[src/hw/rtl/bfb_pkg.sv]
// ----------------------------------------------------------------------------
// bfb_pkg
// Shared types, register indexes and helpers for the BMP to framebuffer blit.
// ----------------------------------------------------------------------------
package bfb_pkg;

   localparam int MAX_DIM = 2048;
   localparam int DIM_W   = 12;                 // width of a dimension register
   localparam int ORG_W   = 11;                 // width of an origin register
   localparam int COUNT_W = $clog2(MAX_DIM);    // column and row counters
   localparam int ADDR_W  = 22;
   localparam int ARGB_W  = 24;
   localparam int IDX_W   = 3;
   localparam int CSR_W   = 12;

   localparam logic [IDX_W-1:0] REG_IMAGE_WIDTH   = 3'd0;
   localparam logic [IDX_W-1:0] REG_IMAGE_HEIGHT  = 3'd1;
   localparam logic [IDX_W-1:0] REG_X_ORIGIN      = 3'd2;
   localparam logic [IDX_W-1:0] REG_Y_ORIGIN      = 3'd3;
   localparam logic [IDX_W-1:0] REG_SCREEN_WIDTH  = 3'd4;
   localparam logic [IDX_W-1:0] REG_SCREEN_HEIGHT = 3'd5;

   localparam logic [1:0] PHASE_BLUE  = 2'd0;
   localparam logic [1:0] PHASE_GREEN = 2'd1;
   localparam logic [1:0] PHASE_RED   = 2'd2;

   typedef struct packed {
      logic [DIM_W-1:0] width_eff;
      logic [DIM_W-1:0] height_eff;
      logic [ORG_W-1:0] x_origin;
      logic [ORG_W-1:0] y_origin;
      logic [DIM_W-1:0] screen_width;
      logic [DIM_W-1:0] screen_height;
   } cfg_type;

   typedef struct packed {
      logic [DIM_W-1:0]  xs;
      logic [DIM_W-1:0]  ys;
      logic [ARGB_W-1:0] argb;
      logic              write_enable;
      logic              image_end;
   } pix_type;

   // Zero acts as one, anything above the maximum acts as the maximum.
   function automatic logic [DIM_W-1:0] eff_dim(input logic [DIM_W-1:0] v);
      logic [DIM_W-1:0] r;
      if (v == '0) begin
         r = DIM_W'(1);
      end else if (32'(v) > MAX_DIM) begin
         r = DIM_W'(MAX_DIM);
      end else begin
         r = v;
      end
      return r;
   endfunction

endpackage

[src/hw/rtl/bfb_if.sv]
// ----------------------------------------------------------------------------
// bfb interfaces
// Valid/ready channels for the byte input, the pixel result and the CSR port.
// ----------------------------------------------------------------------------
interface bfb_req_if import bfb_pkg::*; ();
   logic       valid;
   logic       ready;
   logic [7:0] data_byte;
   modport source (output valid, output data_byte, input ready);
   modport sink   (input valid, input data_byte, output ready);
endinterface

interface bfb_rsp_if import bfb_pkg::*; ();
   logic              valid;
   logic              ready;
   logic [ADDR_W-1:0] pixel_address;
   logic [ARGB_W-1:0] pixel_argb;
   logic              write_enable;
   logic              image_end;
   modport source (output valid, output pixel_address, output pixel_argb,
                   output write_enable, output image_end, input ready);
   modport sink   (input valid, input pixel_address, input pixel_argb,
                   input write_enable, input image_end, output ready);
endinterface

interface bfb_csr_if import bfb_pkg::*; ();
   logic             valid;
   logic             ready;
   logic [IDX_W-1:0] index;
   logic [CSR_W-1:0] data;
   modport source (output valid, output index, output data, input ready);
   modport sink   (input valid, input index, input data, output ready);
endinterface

[src/hw/rtl/bfb_csr.sv]
// ----------------------------------------------------------------------------
// bfb_csr
// Configuration registers, with the image dimensions clamped to legal range.
// ----------------------------------------------------------------------------
module bfb_csr import bfb_pkg::*; (
   input  logic        clock,
   input  logic        reset,
   bfb_csr_if.sink     csr_ch,
   output cfg_type     cfg
);

   logic [DIM_W-1:0] image_width_ff,   image_width_in;
   logic [DIM_W-1:0] image_height_ff,  image_height_in;
   logic [ORG_W-1:0] x_origin_ff,      x_origin_in;
   logic [ORG_W-1:0] y_origin_ff,      y_origin_in;
   logic [DIM_W-1:0] screen_width_ff,  screen_width_in;
   logic [DIM_W-1:0] screen_height_ff, screen_height_in;

   assign csr_ch.ready = 1'b1;

   always_comb begin
      image_width_in   = image_width_ff;
      image_height_in  = image_height_ff;
      x_origin_in      = x_origin_ff;
      y_origin_in      = y_origin_ff;
      screen_width_in  = screen_width_ff;
      screen_height_in = screen_height_ff;
      if (csr_ch.valid) begin
         case (csr_ch.index)
            REG_IMAGE_WIDTH:   image_width_in   = csr_ch.data;
            REG_IMAGE_HEIGHT:  image_height_in  = csr_ch.data;
            REG_X_ORIGIN:      x_origin_in      = csr_ch.data[ORG_W-1:0];
            REG_Y_ORIGIN:      y_origin_in      = csr_ch.data[ORG_W-1:0];
            REG_SCREEN_WIDTH:  screen_width_in  = csr_ch.data;
            REG_SCREEN_HEIGHT: screen_height_in = csr_ch.data;
            default: ;
         endcase
      end
   end

   always_ff @(posedge clock) begin
      if (reset) begin
         image_width_ff   <= DIM_W'(800);
         image_height_ff  <= DIM_W'(480);
         x_origin_ff      <= '0;
         y_origin_ff      <= '0;
         screen_width_ff  <= DIM_W'(800);
         screen_height_ff <= DIM_W'(480);
      end else begin
         image_width_ff   <= image_width_in;
         image_height_ff  <= image_height_in;
         x_origin_ff      <= x_origin_in;
         y_origin_ff      <= y_origin_in;
         screen_width_ff  <= screen_width_in;
         screen_height_ff <= screen_height_in;
      end
   end

   assign cfg.width_eff     = eff_dim(image_width_ff);
   assign cfg.height_eff    = eff_dim(image_height_ff);
   assign cfg.x_origin      = x_origin_ff;
   assign cfg.y_origin      = y_origin_ff;
   assign cfg.screen_width  = screen_width_ff;
   assign cfg.screen_height = screen_height_ff;

endmodule

[src/hw/rtl/bfb_parse.sv]
// ----------------------------------------------------------------------------
// bfb_parse
// Byte sequencer: gathers pixel triples, skips row padding, tracks column and
// file row, and registers screen coordinates, color and clip for each pixel.
// ----------------------------------------------------------------------------
module bfb_parse import bfb_pkg::*; (
   input  logic        clock,
   input  logic        reset,
   bfb_req_if.sink     req_ch,
   input  cfg_type     cfg,
   input  logic        pix_ready,
   output logic        pix_valid,
   output pix_type     pix
);

   logic [1:0]         byte_phase_ff, byte_phase_in;
   logic [15:0]        held_bg_ff,    held_bg_in;
   logic [COUNT_W-1:0] column_ff,     column_in;
   logic [COUNT_W-1:0] row_ff,        row_in;
   logic [1:0]         padding_ff,    padding_in;
   logic               pix_valid_ff,  pix_valid_in;
   pix_type            pix_ff,        pix_in;

   logic               accept;
   logic               emit;
   logic               last_col;
   logic               last_row;
   logic [COUNT_W-1:0] row_next;
   logic [COUNT_W-1:0] y_bmp;

   assign req_ch.ready = !pix_valid_ff || pix_ready;
   assign accept       = req_ch.valid && req_ch.ready;
   assign emit         = accept && (padding_ff == '0) && (byte_phase_ff == PHASE_RED);

   assign last_col = (DIM_W'(column_ff) + DIM_W'(1)) >= cfg.width_eff;
   assign last_row = (DIM_W'(row_ff) + DIM_W'(1)) >= cfg.height_eff;
   assign row_next = last_row ? '0 : row_ff + COUNT_W'(1);
   // A file row past a shrunken height maps to the top row.
   assign y_bmp    = (DIM_W'(row_ff) < cfg.height_eff)
                   ? COUNT_W'(cfg.height_eff - DIM_W'(1) - DIM_W'(row_ff)) : '0;

   always_comb begin
      byte_phase_in = byte_phase_ff;
      held_bg_in    = held_bg_ff;
      column_in     = column_ff;
      row_in        = row_ff;
      padding_in    = padding_ff;
      if (accept) begin
         if (padding_ff != '0) begin
            padding_in = padding_ff - 2'd1;
            if (padding_ff == 2'd1) begin
               row_in = row_next;
            end
         end else begin
            case (byte_phase_ff)
               PHASE_BLUE: begin
                  held_bg_in[7:0] = req_ch.data_byte;
                  byte_phase_in   = PHASE_GREEN;
               end
               PHASE_GREEN: begin
                  held_bg_in[15:8] = req_ch.data_byte;
                  byte_phase_in    = PHASE_RED;
               end
               default: begin
                  byte_phase_in = PHASE_BLUE;
                  if (last_col) begin
                     column_in  = '0;
                     padding_in = cfg.width_eff[1:0];
                     if (cfg.width_eff[1:0] == 2'd0) begin
                        row_in = row_next;
                     end
                  end else begin
                     column_in = column_ff + COUNT_W'(1);
                  end
               end
            endcase
         end
      end
   end

   always_comb begin
      pix_in              = pix_ff;
      pix_in.xs           = DIM_W'(cfg.x_origin) + DIM_W'(column_ff);
      pix_in.ys           = DIM_W'(cfg.y_origin) + DIM_W'(y_bmp);
      pix_in.argb         = {req_ch.data_byte, held_bg_ff};
      pix_in.write_enable = (pix_in.xs < cfg.screen_width) && (pix_in.ys < cfg.screen_height);
      pix_in.image_end    = last_col && last_row;
   end

   always_comb begin
      pix_valid_in = pix_valid_ff;
      if (emit) begin
         pix_valid_in = 1'b1;
      end else if (pix_ready) begin
         pix_valid_in = 1'b0;
      end
   end

   always_ff @(posedge clock) begin
      if (reset) begin
         byte_phase_ff <= PHASE_BLUE;
         held_bg_ff    <= '0;
         column_ff     <= '0;
         row_ff        <= '0;
         padding_ff    <= '0;
         pix_valid_ff  <= 1'b0;
      end else begin
         byte_phase_ff <= byte_phase_in;
         held_bg_ff    <= held_bg_in;
         column_ff     <= column_in;
         row_ff        <= row_in;
         padding_ff    <= padding_in;
         pix_valid_ff  <= pix_valid_in;
      end
   end

   always_ff @(posedge clock) begin
      if (emit) begin
         pix_ff <= pix_in;
      end
   end

   assign pix_valid = pix_valid_ff;
   assign pix       = pix_ff;

   a_phase_legal: assert property (@(posedge clock) disable iff (reset)
      byte_phase_ff != 2'd3)
      else $error("byte phase left the pixel triple");

   a_pad_at_triple_start: assert property (@(posedge clock) disable iff (reset)
      (padding_ff != '0) |-> (byte_phase_ff == PHASE_BLUE))
      else $error("padding counted in the middle of a pixel");

   a_emit_loads_stage: assert property (@(posedge clock) disable iff (reset)
      emit |=> pix_valid_ff)
      else $error("completed pixel not held in stage register");

   a_no_overrun: assert property (@(posedge clock) disable iff (reset)
      (pix_valid_ff && !pix_ready) |-> !req_ch.ready)
      else $error("input taken while pixel stage is stalled");

endmodule

[src/hw/rtl/bfb_addr.sv]
// ----------------------------------------------------------------------------
// bfb_addr
// Framebuffer address stage: stride multiply plus column, into the result
// register that drives the response channel.
// ----------------------------------------------------------------------------
module bfb_addr import bfb_pkg::*; (
   input  logic        clock,
   input  logic        reset,
   input  cfg_type     cfg,
   input  logic        pix_valid,
   input  pix_type     pix,
   output logic        pix_ready,
   bfb_rsp_if.source   rsp_ch
);

   logic                   rsp_valid_ff, rsp_valid_in;
   logic [ADDR_W-1:0]      addr_ff;
   logic [ARGB_W-1:0]      argb_ff;
   logic                   we_ff;
   logic                   end_ff;
   logic [2*DIM_W-1:0]     product;
   logic [2*DIM_W-1:0]     sum;
   logic                   load;

   assign pix_ready = !rsp_valid_ff || rsp_ch.ready;
   assign load      = pix_ready && pix_valid;

   // Address wraps to the framebuffer index width.
   assign product = (2*DIM_W)'(cfg.screen_width) * (2*DIM_W)'(pix.ys);
   assign sum     = product + (2*DIM_W)'(pix.xs);

   always_comb begin
      rsp_valid_in = rsp_valid_ff;
      if (pix_ready) begin
         rsp_valid_in = pix_valid;
      end
   end

   always_ff @(posedge clock) begin
      if (reset) begin
         rsp_valid_ff <= 1'b0;
      end else begin
         rsp_valid_ff <= rsp_valid_in;
      end
   end

   always_ff @(posedge clock) begin
      if (load) begin
         addr_ff <= sum[ADDR_W-1:0];
         argb_ff <= pix.argb;
         we_ff   <= pix.write_enable;
         end_ff  <= pix.image_end;
      end
   end

   assign rsp_ch.valid         = rsp_valid_ff;
   assign rsp_ch.pixel_address = addr_ff;
   assign rsp_ch.pixel_argb    = argb_ff;
   assign rsp_ch.write_enable  = we_ff;
   assign rsp_ch.image_end     = end_ff;

endmodule

[src/hw/rtl/bmp_to_framebuffer_blit.sv]
// ----------------------------------------------------------------------------
// bmp_to_framebuffer_blit
// 24-bit BMP pixel stream to framebuffer writes with row flip and clipping.
// ----------------------------------------------------------------------------
// Takes one pixel-data byte per cycle (header removed, rows bottom-up, blue,
// green, red, rows padded to four bytes) and gives one framebuffer write per
// completed pixel: word address, zero-alpha ARGB, a clip enable and an
// end-of-image flag. Padding bytes give nothing. A byte is taken every cycle
// the response side is not backed up. The coordinate register takes a pixel
// when its red byte is transferred, and the stride multiply register takes it
// from there once the response side has room; that register drives the
// response channel. Write the CSRs only while no pixel is in flight.
module bmp_to_framebuffer_blit import bfb_pkg::*; (
   input  logic        clock,
   input  logic        reset,
   bfb_req_if.sink     req_ch,
   bfb_rsp_if.source   rsp_ch,
   bfb_csr_if.sink     csr_ch
);

   cfg_type cfg;
   pix_type pix;
   logic    pix_valid;
   logic    pix_ready;

   bfb_csr u_csr (
      .clock  (clock),
      .reset  (reset),
      .csr_ch (csr_ch),
      .cfg    (cfg)
   );

   bfb_parse u_parse (
      .clock     (clock),
      .reset     (reset),
      .req_ch    (req_ch),
      .cfg       (cfg),
      .pix_ready (pix_ready),
      .pix_valid (pix_valid),
      .pix       (pix)
   );

   bfb_addr u_addr (
      .clock     (clock),
      .reset     (reset),
      .cfg       (cfg),
      .pix_valid (pix_valid),
      .pix       (pix),
      .pix_ready (pix_ready),
      .rsp_ch    (rsp_ch)
   );

endmodule

[src/flat_wrapper.sv]
// flat-port wrapper written by rule: the top's interface ports become plain ports
module bmp_to_framebuffer_blit_flat import bfb_pkg::*;
  (clock, reset, req_ch_valid, req_ch_data_byte, req_ch_ready, rsp_ch_valid, rsp_ch_pixel_address, rsp_ch_pixel_argb, rsp_ch_write_enable, rsp_ch_image_end, rsp_ch_ready, csr_ch_valid, csr_ch_index, csr_ch_data, csr_ch_ready);
  bfb_req_if req_ch_i ();
  bfb_rsp_if rsp_ch_i ();
  bfb_csr_if csr_ch_i ();
  input  logic clock;
  input  logic reset;
  input wire logic [$bits(req_ch_i.valid)-1:0] req_ch_valid;
  input wire logic [$bits(req_ch_i.data_byte)-1:0] req_ch_data_byte;
  output wire logic [$bits(req_ch_i.ready)-1:0] req_ch_ready;
  output wire logic [$bits(rsp_ch_i.valid)-1:0] rsp_ch_valid;
  output wire logic [$bits(rsp_ch_i.pixel_address)-1:0] rsp_ch_pixel_address;
  output wire logic [$bits(rsp_ch_i.pixel_argb)-1:0] rsp_ch_pixel_argb;
  output wire logic [$bits(rsp_ch_i.write_enable)-1:0] rsp_ch_write_enable;
  output wire logic [$bits(rsp_ch_i.image_end)-1:0] rsp_ch_image_end;
  input wire logic [$bits(rsp_ch_i.ready)-1:0] rsp_ch_ready;
  input wire logic [$bits(csr_ch_i.valid)-1:0] csr_ch_valid;
  input wire logic [$bits(csr_ch_i.index)-1:0] csr_ch_index;
  input wire logic [$bits(csr_ch_i.data)-1:0] csr_ch_data;
  output wire logic [$bits(csr_ch_i.ready)-1:0] csr_ch_ready;
  assign req_ch_i.valid = req_ch_valid;
  assign req_ch_i.data_byte = req_ch_data_byte;
  assign req_ch_ready = req_ch_i.ready;
  assign rsp_ch_valid = rsp_ch_i.valid;
  assign rsp_ch_pixel_address = rsp_ch_i.pixel_address;
  assign rsp_ch_pixel_argb = rsp_ch_i.pixel_argb;
  assign rsp_ch_write_enable = rsp_ch_i.write_enable;
  assign rsp_ch_image_end = rsp_ch_i.image_end;
  assign rsp_ch_i.ready = rsp_ch_ready;
  assign csr_ch_i.valid = csr_ch_valid;
  assign csr_ch_i.index = csr_ch_index;
  assign csr_ch_i.data = csr_ch_data;
  assign csr_ch_ready = csr_ch_i.ready;
  bmp_to_framebuffer_blit u_core (.clock(clock), .reset(reset), .req_ch(req_ch_i), .rsp_ch(rsp_ch_i), .csr_ch(csr_ch_i));
endmodule
[config.mk]
export PLATFORM = sky130hd
export DESIGN_NAME = bmp_to_framebuffer_blit_flat
export DESIGN_NICKNAME = d
export VERILOG_FILES = /design/src/hw/rtl/bfb_pkg.sv /design/src/hw/rtl/bfb_if.sv /design/src/hw/rtl/bfb_csr.sv /design/src/hw/rtl/bfb_parse.sv /design/src/hw/rtl/bfb_addr.sv /design/src/hw/rtl/bmp_to_framebuffer_blit.sv /design/src/flat_wrapper.sv
export SDC_FILE = /design/constraint.sdc
export NUM_CORES = 1
export LEC_CHECK = 0
export BUFFER_PORTS_ARGS = -buffer_cell sky130_fd_sc_hd__buf_2
export CAP_MARGIN = 5
export CORE_MARGIN = 3
export CORE_UTILIZATION = 45
export DETAILED_ROUTE_END_ITERATION = 10
export GPL_ROUTABILITY_DRIVEN = 0
export GPL_TIMING_DRIVEN = 0
export SKIP_CTS_REPAIR_TIMING = 1
export SLEW_MARGIN = 30
export SYNTH_ARGS = -nofsm -noshare
export SYNTH_HDL_FRONTEND = slang
export SYNTH_SLANG_ARGS = --single-unit
[constraint.sdc]
create_clock -name clock -period 6.44 [get_ports clock]
set_input_delay 0.322 -clock clock [delete_from_list [all_inputs] [get_ports clock]]
set_output_delay 0.322 -clock clock [all_outputs]
set_load 0.01 [all_outputs]
==> key figures <==
Outcome
  • Status: completed

Drt
  • DR vias: 11,400
  • Post-route ant nets: 0
  • DRT Pass-1 Iters: 5
  • Final Routed Wirelength: 35,800 microns
  • DR DRC count: 0
  • WL/cell: 16.4 microns
  • Via density: 5.22
  • 1st-iter DRT viols: 666

Yosys
  • Sequential fraction of the synthesis area: 0.343
  • Post-Syn Area: 0.0152 sq mm
  • Avg Synthesized Cell Area: 9.41 sq um
  • Mapped Cells: 1,617
  • Primary FF master, synth: dfxtp_1
  • Ys async rst share: 0
  • Dominant cell type by area after synthesis: edfxtp_1
  • Yosys cell types: 67
  • Synth area leaders: edfxtp_1, dfxtp_1, fa_1
  • Net count after synthesis: 1,909
  • Most common cell in the netlist: nand2_1
  • Number of synthesized flops with an enable pin: 98
  • Register bit total from synthesis: 212
  • Synth top cells by count: nand2_1, inv_1, ha_1
  • Post-synthesis mux area share: 0.00723
  • Post-synthesis compound-gate area fraction: 0.113
  • Area share of the largest cell type after synthesis: 0.193
  • Synth Area in Adders: 0.273
  • Post-synthesis simple-gate area fraction: 0.169
  • Largest family of logic cells by synthesized area: adder cells
  • Synth Area in XOR/XNOR: 0.0339
  • Ys Warns: 0

Clock tree
  • Clock sinks: 212
  • Worst skew pair latency: 0.52 ns
  • Max Buffers Root-to-Sink: 3
  • Clock-pin slew on the worst setup and hold paths: 0.07 ns
  • Number of buffers created by CTS: 24
  • CTS tree: yes
  • CTS root buf: clkbuf_16
  • H-tree lvl count: 1

Min path
  • Hold Path Class: primary input to register
  • Hold Path Depth: 1

Worst setup path
  • Worst path slowest cell: fa_1
  • Critical Path Max Stage Delay: 0.56 ns
  • R2R Setup Slk: 0.74 ns
  • Worst EP arrival: 5.97 ns
  • Crit path to: u_core.u_addr.rsp_ch.pixel_address[21]
  • Reg2reg path depth: 17
  • Setup crit start kind: register
  • Critical path startpoint: u_core.u_csr.screen_width_ff[6]
  • Crit path cell chain: clkbuf_1 > nand2_1 > fa_1 > inv_1 > fa_1 > inv_1 > fa_1 > inv_1 > fa_1 > fa_1 > ha_1 > o21a_1 > o21a_1 > o211ai_1 > nand3b_1 > a221oi_1 > xnor2_1
  • Crit. End Element: register
  • Required time of the critical path: 6.70 ns
  • Crit-path max FO: 10
  • R2R Path Start: u_core.u_csr.screen_width_ff[6]
  • R2r endpoint: u_core.u_addr.rsp_ch.pixel_address[21]
  • Setup CP Type: register to register
  • Crit-path most repeated cell: fa_1

Floorplan
  • Die Y: 190 microns
  • I/O pins: 79
  • # rows: 66
  • Die W: 190 microns
  • Initial Util: 0.462
  • Core box area: 0.0329 sq mm
  • Die Area: 0.0361 sq mm

Layout
  • Nets: 2,015
  • Post-route cell area: 0.0170 sq mm
  • Area growth syn-to-layout: 11.6%
  • Layout cells sized above 1: 0.0798
  • Diode count: 0
  • Fin cells: 2,183

GRT
  • Grt total ovfl: 0
  • Largest net degree at the start of global routing: 23
  • First-pass GRT wire length: 59,600 microns
  • Overall Global Routing Usage: 0.204
  • Initial antenna violation count: 0
  • Vias in the first global route: 11,500

Place
  • Place WS: 0.701 ns
  • Placed wire-length estimate: 28,500 microns
  • Placed inst area: 0.0162 sq mm
  • Buffers on Ports: 76
  • Placed Cells incl. Taps: 2,139

STA
  • Clock Skew: 0.0167 ns
  • Hold Fails Final Rpt: 0
  • Final hold slack: 0.0275 ns
  • Final-report max-slew violation count: 0
  • Slew @ Worst Pin: 0.841 ns
  • Max-Slew Margin vs Limit: 0.440
  • Tmin final: 5.70 ns
  • Tcrit/Tclk final: 0.886
  • Endpoints failing setup: 0
  • PnR worst setup slack: 0.736 ns
  • Maximum clock rate: 175 MHz
  • RSZ-0062 raised after global routing: no

Power
  • Pwr Total: 3.48 mW
  • Peak supply drop: 0.221 mV
  • Leakage: 7.47 nW
  • PD cells: 205 mW/mm^2

Flow run
  • Max Cap Viol: 0
-- final cells by class --
cell class,instances,area [sq um]
Clock buffer,33,666
Multi-Input combinational cell,1167,9090
Clock inverter,11,80.1
Fill cell,3124,16000
Tap cell,442,553
Sequential cell,212,5230
Buffer,63,269
Inverter,175,657
Timing Repair Buffer,80,453
-- critical path: cells and delay by family (launching register included) --
| kind | cells | cell delay [ns] |
|---|---|---|
| AOI/OAI and AO/OA | 4 | 1.04 |
| xor gates and xnor gates | 1 | 0.14 |
| adders and majority gates | 6 | 2.88 |
| buffers and inverters | 4 | 0.64 |
| DFF | 1 | 0.43 |
| and+or+nand+nor | 2 | 0.33 |
-- worst min path at each step --
stage	from	end	slack [ns]
after floorplan	u_core.u_parse.pix[0]	u_core.u_addr.rsp_ch.image_end	0.40
after global placement	u_core.u_parse.pix[22]	u_core.u_addr.rsp_ch.pixel_argb[20]	0.40
after detailed placement	u_core.u_parse.pix[0]	u_core.u_addr.rsp_ch.image_end	0.41
after CTS	req_ch_data_byte[1]	u_core.u_parse.pix[19]	0.003
after global routing	req_ch_data_byte[1]	u_core.u_parse.pix[19]	0.01
final	req_ch_data_byte[2]	u_core.u_parse.pix[20]	0.03
-- where the power goes --
group	internal, mW	switching [mW]	total, mW	leakage (nW)
Sequential	1.45	0.0165	1.47	1.84
Combinational	0.293	0.413	0.706	5.27
Clock	0.761	0.543	1.30	0.356
-- cells in the final DEF, fill, tap and decap left out, types with 22 or more instances in the layout --
cell       count
clkbuf_16     25
nand3_1       31
a21o_1        22
and2_1        47
a21oi_1      122
edfxtp_1      98
nand2_1      308
o21ai_0       37
inv_1        175
fa_1         113
xnor2_1       40
buf_2         78
dfxtp_1      114
clkbuf_1      63
ha_1         151
nor2_1        64
-- logic make-up after synthesis --
kind of cell | Yosys count
other cells | 1
compound gates | 274
fa+ha+maj | 264
mux | 11
xor+xnor | 59
simple gates | 558
flops | 212
buf+inv | 238
-- per-stage QoR --
| step | utilization | setup TNS (ns) |
|---|---|---|
| floorplan | - | 0 |
| finish | 0.516 | 0 |
| detailed placement | 0.493 | 0 |
| global placement | 0.490 | -0.0122 |
| global route | 0.516 | 0 |
| CTS | 0.516 | 0 |
-- state kept, by name, summed over array words and instances (netlist names), 2 cells and up --
name,flops
u_core.u_addr.rsp_ch.pixel_argb,24
u_core.u_csr.screen_width_ff,12
u_core.u_parse.padding_ff,2
u_core.u_parse.byte_phase_ff,2
u_core.u_csr.image_width_ff,12
u_core.u_parse.held_bg_ff,16
u_core.u_csr.y_origin_ff,11
u_core.u_csr.screen_height_ff,12
u_core.u_parse.row_ff,11
u_core.u_parse.pix,50
u_core.u_csr.x_origin_ff,11
u_core.u_csr.image_height_ff,12
u_core.u_parse.column_ff,11
u_core.u_addr.rsp_ch.pixel_address,22
-- layer usage --
layer	global-route usage	vias to the layer above	wire, microns
li1	-	5651	-
met1	0.285	5428	16700
met2	0.337	265	16400
met3	0.0291	53	1930
met4	0.0492	0	757
met5	0	-	0
(Power assumes the default switching activity.)
